[src/prb_fifo.sv]
module prb_fifo #(
  parameter int WIDTH = 8
) (
  input  logic             clk,
  input  logic             rst,
  input  logic             push,
  input  logic [WIDTH-1:0] din,
  input  logic             pop,
  output logic [WIDTH-1:0] dout,
  output logic             full,
  output logic             empty
);

  localparam int DEPTH = 4;

  logic [WIDTH-1:0] mem [DEPTH];
  logic [1:0]       wptr;
  logic [1:0]       rptr;
  logic [2:0]       count;

  assign full  = (count == 3'(DEPTH));
  assign empty = (count == 3'd0);
  assign dout  = mem[rptr];

  always_ff @(posedge clk) begin
    if (push) begin
      mem[wptr] <= din;
    end
  end

  always_ff @(posedge clk) begin
    if (rst) begin
      wptr  <= '0;
      rptr  <= '0;
      count <= '0;
    end else begin
      if (push) wptr <= wptr + 2'd1;
      if (pop)  rptr <= rptr + 2'd1;
      count <= count + 3'(push) - 3'(pop);
    end
  end

endmodule

[config.mk]
export PLATFORM = sky130hd
export DESIGN_NAME = prb_fifo
export DESIGN_NICKNAME = d
export VERILOG_FILES = /design/src/prb_fifo.sv
export SDC_FILE = /design/constraint.sdc
export NUM_CORES = 1
export LEC_CHECK = 0
export ABC_AREA = 1
export BUFFER_PORTS_ARGS = -buffer_cell sky130_fd_sc_hd__buf_2
export CAP_MARGIN = 20
export CORE_UTILIZATION = 56
export CTS_CLUSTER_DIAMETER = 30
export DETAILED_ROUTE_END_ITERATION = 8
export GPL_TIMING_DRIVEN = 0
export MAX_ROUTING_LAYER = met4
export PLACE_DENSITY = 0.77
export SKIP_LAST_GASP = 1
export SLEW_MARGIN = 25
export SYNTH_ARGS = -nofsm -noshare
export SYNTH_HDL_FRONTEND = slang
export SYNTH_SLANG_ARGS = --single-unit
[constraint.sdc]
create_clock -name clk -period 2.1 [get_ports clk]
set_input_delay 0.105 -clock clk [delete_from_list [all_inputs] [get_ports clk]]
set_output_delay 0.105 -clock clk [all_outputs]
set_load 0.1 [all_outputs]
## Yosys cells after proc, flatten, opt, wreduce, memory -nomap -nowiden

Memory sizes are Yosys's and may differ from the RTL's. A register that Yosys moved wholly into a read port is not among the register bits.
Index checks and enable logic that the tools add are counted.

- Memories: 1
- Bits in read-only memories: 0
- Input bits: 12
- Bits in latches: 0
- Bits in writable memories: 32
- Bits in registers: 7
- Logic and storage cells: 14

Memories:

| memory | depth | bits a word | read ports | clocked after memory_dff | wr ports | RTL line | source |
|---|---|---|---|---|---|---|---|
| mem | 4 | 8 | 1 | 1 | 1 | 16 | `logic [WIDTH-1:0] mem [DEPTH];` |

- Multiplexer cells: 4
- Multipliers: 0
- $lt $le $gt $ge: 0
- Add/sub/neg operators: 4
- Bitwise logic cells: 0
- Equal/unequal tests: 1
- Shift operators: 0
- Reduce and logical (&&, ||, !) cells: 1
- Divide/modulo/power cells: 0

Operators by type and width:

| cell | number |
|---|---|
| 2-bit by 1-bit adder with 2-bit output, second input constant | 2 |
| 2-bit 2-to-1 mux | 2 |
| 3-bit by 1-bit adder with 3-bit output | 1 |
| 3-bit == test, second input constant | 1 |
| 3-bit logical NOT | 1 |
| 3-bit by 1-bit subtractor with 3-bit output | 1 |
| 1-bit 2-to-1 mux | 2 |

## Logic depth before layout (Yosys ltp)

Gate-level depths: netlist (run 1).

- Word-level depth: 3
- Depth in mapped cells: 8
- Gate-level depth less buffers: 8

## Worst setup path after synthesis (run 1)

Ideal clock, no wire load.

- Kind: register -> output
- Start point: reg count[1]
- End point: out empty
- Cell stages (with the launch flop): 2
- Data required time: 1995 ps
- Arrival time: 2375 ps
- Slack: -380 ps
- Path through: dfxtp_1 nor3_1

- Longest elaborated chain between the ends: 1

Ends and longest elaborated chain:

| element | RTL line | source |
|---|---|---|
| start: declaration | 19 | `logic [2:0] count;` |
| start signal: assignment | 39 | `count <= count + 3'(push) - 3'(pop);` |
| 3-bit logical NOT | 22 | `assign empty = (count == 3'd0);` |
| end: declaration | 11 | `output logic empty` |

Every way passes these cells.

==> impl_metrics.py, run 1 <==
metrics = {
    "run_status": {
        "outcome": "finished with violations",
        "violations": "design-rule violations",
    },
    "global_route": {
        "overflow": 0,
        "use_met2": 0.379,
        "grt_util_met3": 0.0612,
        "grt.busiest_layer": "met2",
        "grtUsageMet1": 0.266,
        "grt_max_degree": 13,
        "grt_first_pass_wirelength_um": 5150,
        "antenna_found_initial": 0,
        "globalRouteTotalUtil": 0.228,
        "grt_pass1_vias": 1118,
    },
    "setup_path": {
        "cp-end-kind": "primary output",
        "max_stage_delay_ns": 0.42,
        "rr_worst_depth": 8,
        "cp_max_fo": 10,
        "start_kind": "flip-flop",
        "worstPathCellList": "buf_6 > a21oi_1 > o21ai_0 > nand2_1 > buf_2",
        "r2r_end": "count[2]$_SDFF_PP0_",
        "rrSetupSlack_ns": 0.45,
        "crit_arrival_ns": 1.59,
        "r2r_start": "count[0]$_SDFF_PP0_",
        "critical_path.slowest_cell": "buf_2",
        "critical_path_class": "reg2out",
        "required_ns": 2.00,
        "worst-path-buf-inv": 2,
        "crit_family": "buffers and inverters",
    },
    "route": {
        "drt_iter0_drc": 36,
        "drt_wl_total_um": 3160,
        "via_per_inst": 5.19,
        "vias": 1137,
        "route.detailed.drc": 1,
        "wl_per_cell_um": 14.4,
        "dr.pass1.iters": 6,
        "ant_nets": 0,
    },
    "sta": {
        "finalMaxSlewViolations": 0,
        "worstMarginPinSlew_ns": 0.486,
        "clock.fmax_ghz": 0.591,
        "fin_crit_sh": 0.806,
        "finalSetupTns_ns": 0,
        "rsz0062_at_grt": "false",
        "hold_viol": 0,
        "skew_ns": 0.00442,
        "slew_headroom": 0.678,
        "setup_viol": 0,
        "min_period_ns": 1.69,
    },
    "synth": {
        "netlist_area_um2": 1720,
        "ys_warn_count": 0,
        "syn_nets": 168,
        "synth.yosys.seq_area_share": 0.664,
        "netlist_instances": 149,
        "ys_seq_elements": 41,
        "yosysUniqueCellTypes": 16,
        "synth.avg_cell_area_um2": 11.5,
    },
    "job": {
        "cap_viol_max_count": 0,
    },
    "floorplanning": {
        "die_area_um2": 3290,
        "core_um2": 2830,
        "chipWidth_um": 57.4,
        "die_h_um": 57.4,
        "io_pins": 22,
        "initial_core_util": 0.607,
        "rows": 19,
    },
    "finish": {
        "layout.nets": 206,
        "area_growth_pct": 17.9,
        "antennaDiodeCount": 0,
        "final_cell_mix": "32 x inv_1, 32 x edfxtp_1, 24 x nand2_1",
        "drive_above_1_share": 0.181,
        "finalNonFillerCells": 219,
    },
    "clock_tree": {
        "path_clk_slew_ns": 0.11,
        "cts_tree": "done",
        "clk_path_buf_depth": 2,
        "ctsResizeCount": 0,
        "clkLatencyLatePin_ns": 0.34,
        "h-tree-depth": 2,
        "clock_sinks": 41,
        "cts-root-buf": "clkbuf_4",
        "numCtsBuffers": 5,
    },
    "place": {
        "place.gp.congestion": 0.729,
        "io_buffers": 21,
        "dp_hpwl_um": 2140,
        "dp.cells": 201,
    },
    "power_and_ir_drop": {
        "peakVddDrop_uv": 643,
        "p_per_area_nw_per_um2": 923,
        "power_leakage_nw": 0.882,
    },
    "worst_hold_path": {
        "min_path_type": "in2reg",
        "worstHoldEndpoint": "wptr[0]$_SDFFE_PP0P_",
        "worstHoldStart": "push",
        "min_path_cells": 3,
    },
}
[cell type report]
| cell class | count | area, um2 |
|---|---|---|
| plain buffers | 5 | 52.6 |
| clock buffers | 8 | 58.8 |
| fillers | 213 | 803 |
| inverters | 32 | 120 |
| multi-input cells | 71 | 409 |
| flip-flops and latches | 41 | 1140 |
| well taps | 31 | 38.8 |
| repair buffers | 31 | 205 |
[timing repair]
action / CTS / global route
setup buffers: 0 / 0
hold endpoints to repair: 36 / 0
hold buffers: 10 / 0
[how the worst max path moves through the flow]
stage                           to  cells past startpoint
5_1_grt                    dout[2]                      6
3_5_place_dp   count[2]$_SDFF_PP0_                      8
6_report                   dout[5]                      5
2_1_floorplan                 full                      3
3_3_place_gp   count[2]$_SDFF_PP0_                      7
4_1_cts                    dout[5]                      5
[registers in the layout (all words and copies together), names as in the netlist, named ones only]
register	cells
mem	32
count	3
rptr	2
wptr	2
[per-layer routing]
metal	part of all wire	vias up	wire, um
li1	-	571	-
met1	0.41	530	1280
met2	0.53	28	1660
met3	0.054	8	169
met4	0.015	0	48
met5	0	-	0
[power breakdown]
part	total (mW)	internal (mW)	switching, mW
combinational	0.512	0.113	0.399
clock	0.405	0.165	0.240
sequential	0.952	0.925	0.0269
[synth_stat cells]
library cell  count  share of area
a21oi_1          13          0.038
a21oi_2           1         0.0051
buf_4             1         0.0044
buf_6             4          0.026
dfxtp_1           9           0.10
edfxtp_1         32           0.56
fa_1              1          0.012
ha_1              6          0.044
inv_1            32          0.070
nand2_1          24          0.052
nand3_1           1         0.0029
nor2_1            4         0.0087
nor3_1            1         0.0029
o211ai_1          8          0.035
o21ai_0          10          0.029
o21ai_1           2         0.0058
[per-stage QoR]
step	area, um2	setup slack [ns]	hold slack (ns)	util	power (mW)
after floorplan	1720	0.261	0.176	-	1.37
after global placement	1870	0.563	0.296	0.660	1.45
after detailed placement	1870	0.477	0.298	0.660	1.47
after CTS	2030	0.366	0.0903	0.716	1.88
after global routing	2030	0.275	0.118	0.716	1.95
final	2030	0.407	0.105	0.716	1.87
[logic make-up after synthesis]
logic type / count (synthesis) / share of synthesized area
simple gates: 30 / 0.0670
flops: 41 / 0.664
buf+inv: 37 / 0.101
fa+ha+maj: 7 / 0.0554
compound gates: 34 / 0.113
[worst min-delay path: stages]
cell and delay [ns]:
buf_2 0.13, inv_1 0.10, a21oi_1 0.07
Note: power is estimated with default switching activity, not from simulation.
==> inputs of run 2 (changes only) <==
- clock period: 2.1 -> 1.6 ns (I/O delays scaled with it)
==> run 2 against run 1 <==
The flow still finishes with violations (design-rule violations). Sequential share of layout area fell by 1.9 points. Via count rose by 1.1%. Final cell count did not move. Combinational power rose by 45%. Non-clock buffer count did not move. Total power rose by 32%. Critical path type is now reg2reg.
==> impl_metrics.py, run 2 (synthesized netlist as in run 1, its figures left out) <==
metrics = {
    "setup_path": {
        "rr_worst_depth": 8,
        "cp_max_fo": 3,
        "critical_path.slowest_cell": "fa_1",
        "worst-path-buf-inv": 2,
        "cp-end-kind": "flip-flop",
        "r2r_end": "count[2]$_SDFF_PP0_",
        "critical_path_class": "reg2reg",
        "r2r_start": "count[0]$_SDFF_PP0_",
        "required_ns": 1.88,
        "start_kind": "flip-flop",
        "max_stage_delay_ns": 0.41,
        "crit_family": "adder cells",
        "worstPathCellList": "inv_2 > ha_4 > inv_2 > ha_4 > fa_1 > nand3_1 > nand2_1 > nor2_1",
        "rrSetupSlack_ns": 0.02,
        "crit_arrival_ns": 1.86,
    },
    "sta": {
        "whs_ns": 0.0602,
        "worstMarginPinSlew_ns": 0.488,
        "setup_viol": 0,
        "hold_viol": 0,
        "slew_headroom": 0.677,
        "skew_ns": 0.00961,
        "fin_crit_sh": 0.986,
        "finalMaxSlewViolations": 0,
        "min_period_ns": 1.58,
        "rsz0062_at_grt": "true",
        "clock.fmax_ghz": 0.634,
    },
    "place": {
        "io_buffers": 21,
        "placed_area_um2": 1870,
        "dp_hpwl_um": 2060,
        "place.gp.congestion": 0.695,
        "dp.cells": 201,
    },
    "finish": {
        "area_growth_pct": 22.4,
        "layout.nets": 206,
        "fin_util": 0.743,
        "final_area_um2": 2100,
        "antennaDiodeCount": 0,
        "finalNonFillerCells": 219,
        "largestRegisters": "mem (32), count (3)",
        "final_common_cell": "edfxtp_1",
        "largest_reg_flops": 32,
        "drive_above_1_share": 0.218,
        "final_cell_mix": "32 x edfxtp_1, 30 x inv_1, 24 x nand2_1",
        "largest_register": "mem",
    },
    "global_route": {
        "grt_max_degree": 13,
        "antenna_found_initial": 0,
        "grt_first_pass_wirelength_um": 5110,
        "grt_pass1_vias": 1128,
        "overflow": 0,
        "globalRouteTotalUtil": 0.224,
    },
    "route": {
        "route.detailed.drc": 1,
        "ant_nets": 0,
        "wl_per_cell_um": 14.2,
        "dr.pass1.iters": 6,
        "drt_wl_total_um": 3100,
        "drt_iter0_drc": 56,
        "via_per_inst": 5.25,
        "vias": 1150,
    },
    "clock_tree": {
        "cts_tree": "done",
        "post-cts-setup-buffers": 0,
        "clock_sinks": 41,
        "numCtsBuffers": 5,
        "path_clk_slew_ns": 0.11,
        "h-tree-depth": 2,
        "cts-root-buf": "clkbuf_4",
        "clk_path_buf_depth": 2,
        "clkLatencyLatePin_ns": 0.34,
    },
    "floorplanning": {
        "initial_core_util": 0.607,
        "die_area_um2": 3290,
        "core_um2": 2830,
        "chipWidth_um": 57.4,
        "die_h_um": 57.4,
        "io_pins": 22,
        "rows": 19,
    },
    "power_and_ir_drop": {
        "p_per_area_nw_per_um2": 1170,
        "power.total_mw": 2.47,
        "power_leakage_nw": 0.897,
        "peakVddDrop_uv": 630,
    },
    "worst_hold_path": {
        "min_path_type": "in2reg",
        "worstHoldStart": "pop",
        "min_path_cells": 3,
    },
    "run_status": {
        "violations": "design-rule violations",
        "outcome": "finished with violations",
    },
    "job": {
        "cap_viol_max_count": 0,
    },
}
[run 2: metal layers]
layer | part of all wire | routed length, um | track usage
met1 | 0.40 | 1230 | 0.259
met2 | 0.53 | 1640 | 0.362
met3 | 0.056 | 173 | 0.0658
met4 | 0.020 | 61 | 0.0976
met5 | 0 | 0 | -
[run 2: how the worst max path moves through the flow]
stage	slack [ns]	from	endpoint	cells after the start
6_report	0.02	count[0]$_SDFF_PP0_	count[2]$_SDFF_PP0_	8
5_1_grt	-0.04	count[0]$_SDFF_PP0_	count[2]$_SDFF_PP0_	8
4_1_cts	0.002	flip-flop	dout[5]	5
3_5_place_dp	-0.02	count[0]$_SDFF_PP0_	count[2]$_SDFF_PP0_	8
3_3_place_gp	0.05	count[0]$_SDFF_PP0_	count[2]$_SDFF_PP0_	7
2_1_floorplan	-0.01	count[1]$_SDFF_PP0_	empty	1
[run 2: metrics by stage]
step	setup WS [ns]	TNS, ns
after CTS	0.00235	0
final	0.0232	0
after floorplan	-0.0132	-0.0132
after global routing	-0.0405	-0.0911
after detailed placement	-0.0181	-0.0181
after global placement	0.0493	0
[run 2: layout make-up]
class	count	area, um2
buffer	5	52.6
clock buffer	7	45.0
clock inverter	1	3.75
fill	197	726
inverter	32	120
multi-input combinational	71	437
sequential	41	1140
tap	31	38.8
timing repair buffer	31	262
[run 2: power breakdown]
part | leakage, nW | total, mW | switching (mW) | internal [mW]
clock | 0.0269 | 0.473 | 0.304 | 0.169
sequential | 0.370 | 1.25 | 0.0370 | 1.22
combinational | 0.500 | 0.744 | 0.542 | 0.201
total | 0.897 | 2.47 | 0.883 | 1.59
[run 2: repair_timing]
action | in CTS | in global routing
gates resized for setup | 9 | 16
setup endpoints to repair | 10 | 9
pin swaps | 0 | 4
hold endpoints to repair | 36 | 0
hold buffers | 10 | 0
cloned | 0 | 0
[run 2: worst min-delay path: stages]
cell and delay, ns:
buf_2 0.13, nand2_1 0.07, a21oi_1 0.08
==> inputs of run 3 (changes only) <==
- SETUP_SLACK_MARGIN: not set -> 0.05
==> run 3 against run 2 <==
The flow still finishes with violations (design-rule violations). Maximum frequency increased by 2.8%. Global-route usage is 0.30 points higher. Clock power down 1%. Flip-flop and latch count stayed put. Register-to-register slack improved by 0.04 ns.
==> impl_metrics.py, run 3 (synthesized netlist as in run 1, its figures left out) <==
metrics = {
    "clock_tree": {
        "cts-root-buf": "clkbuf_4",
        "clk_path_buf_depth": 2,
        "path_clk_slew_ns": 0.10,
        "numCtsBuffers": 5,
        "cts_tree": "done",
        "clkLatencyLatePin_ns": 0.34,
        "h-tree-depth": 2,
        "clock_sinks": 41,
    },
    "global_route": {
        "grt_pass1_vias": 1130,
        "grt_max_degree": 13,
        "antenna_found_initial": 0,
        "grt_first_pass_wirelength_um": 5160,
        "overflow": 0,
        "globalRouteTotalUtil": 0.227,
    },
    "finish": {
        "layout.nets": 207,
        "finalNonFillerCells": 220,
        "drive_above_1_share": 0.243,
        "largestRegisters": "mem (32), count (3)",
        "largest_register": "mem",
        "largest_reg_flops": 32,
        "fillers": 183,
        "final_common_cell": "edfxtp_1",
        "final_cell_mix": "32 x edfxtp_1, 29 x inv_1, 24 x nand2_1",
        "antennaDiodeCount": 0,
        "area_growth_pct": 25.9,
    },
    "sta": {
        "finalSetupTns_ns": 0,
        "skew_ns": 0.0128,
        "rsz0062_at_grt": "true",
        "setup_viol": 0,
        "finalMaxSlewViolations": 0,
        "slew_headroom": 0.677,
        "worstMarginPinSlew_ns": 0.488,
        "hold_viol": 0,
        "clock.fmax_ghz": 0.652,
        "fin_crit_sh": 0.959,
        "whs_ns": 0.0614,
        "min_period_ns": 1.53,
        "fin_ws_ns": 0.0660,
    },
    "floorplanning": {
        "initial_core_util": 0.607,
        "io_pins": 22,
        "die_area_um2": 3290,
        "core_um2": 2830,
        "rows": 19,
        "die_h_um": 57.4,
        "chipWidth_um": 57.4,
    },
    "setup_path": {
        "rr_worst_depth": 7,
        "cp_max_fo": 2,
        "startpoint": "count[0]$_SDFF_PP0_",
        "required_ns": 1.88,
        "rrSetupSlack_ns": 0.07,
        "cp-end-kind": "flip-flop",
        "critPathCapture": "count[1]$_SDFF_PP0_",
        "start_kind": "flip-flop",
        "crit_arrival_ns": 1.81,
        "r2r_end": "count[1]$_SDFF_PP0_",
        "r2r_start": "count[0]$_SDFF_PP0_",
        "critical_path_class": "reg2reg",
    },
    "run_status": {
        "violations": "design-rule violations",
        "outcome": "finished with violations",
    },
    "route": {
        "vias": 1170,
        "wl_per_cell_um": 14.8,
        "drt_wl_total_um": 3260,
        "ant_nets": 0,
        "drt_iter0_drc": 47,
        "route.detailed.drc": 1,
        "via_per_inst": 5.32,
        "dr.pass1.iters": 6,
    },
    "place": {
        "dp_hpwl_um": 2060,
        "dp.cells": 201,
        "io_buffers": 21,
        "place.gp.congestion": 0.695,
        "preCtsSetupSlack_ns": -0.0181,
    },
    "worst_hold_path": {
        "worstHoldStart": "pop",
        "min_path_type": "in2reg",
    },
    "power_and_ir_drop": {
        "peakVddDrop_uv": 649,
        "p_per_area_nw_per_um2": 1170,
        "power.total_mw": 2.53,
        "power_leakage_nw": 0.916,
    },
    "job": {
        "cap_viol_max_count": 0,
    },
}
run 3: through the flow:
step,util,cell area (um2)
floorplan,-,1730
global placement,0.661,1870
detailed placement,0.661,1870
CTS,0.732,2070
global route,0.765,2160
finish,0.765,2160
run 3: report_power, final:
| group | switching [mW] | internal (mW) |
|---|---|---|
| Combinational | 0.565 | 0.245 |
| Clock | 0.298 | 0.169 |
| Sequential | 0.0353 | 1.22 |
| Total | 0.898 | 1.63 |
run 3: repair_timing:
action	in CTS	in global routing
pin swaps	0	6
gates resized for setup	16	25
hold buffers	10	0
setup endpoints to repair	10	10
setup buffers	1	0
hold endpoints to repair	36	0
run 3: how the worst min path moves through the flow:
stage,end,cells past startpoint
2_1_floorplan,count[0]$_SDFF_PP0_,1
3_3_place_gp,count[0]$_SDFF_PP0_,2
3_5_place_dp,count[0]$_SDFF_PP0_,2
4_1_cts,flip-flop,3
5_1_grt,flip-flop,3
6_report,flip-flop,3
run 3: worst max-delay path, cell delays in order (launching register included):
cell and delay (ns):
dfxtp_2 0.35, inv_2 0.05, ha_4 0.25, inv_2 0.04
ha_4 0.15, fa_2 0.54, inv_2 0.04, nor2_2 0.08
run 3: cell type report:
type | count | area (um2) | area share
clock inverter | 1 | 3.75 | 0.00174
multi-input combinational | 71 | 445 | 0.206
sequential | 41 | 1140 | 0.529
buffer | 5 | 56.3 | 0.0260
inverter | 32 | 120 | 0.0555
clock buffer | 7 | 45.0 | 0.0208
tap | 31 | 38.8 | 0.0179
timing repair buffer | 32 | 309 | 0.143
run 3: routing by layer:
| layer | routed length, um | vias up | GRT usage |
|---|---|---|---|
| met5 | 0 | - | - |
| met4 | 55 | 0 | 0.0976 |
| met3 | 159 | 6 | 0.0635 |
| met2 | 1710 | 35 | 0.372 |
| met1 | 1340 | 559 | 0.261 |
| li1 | - | 570 | - |
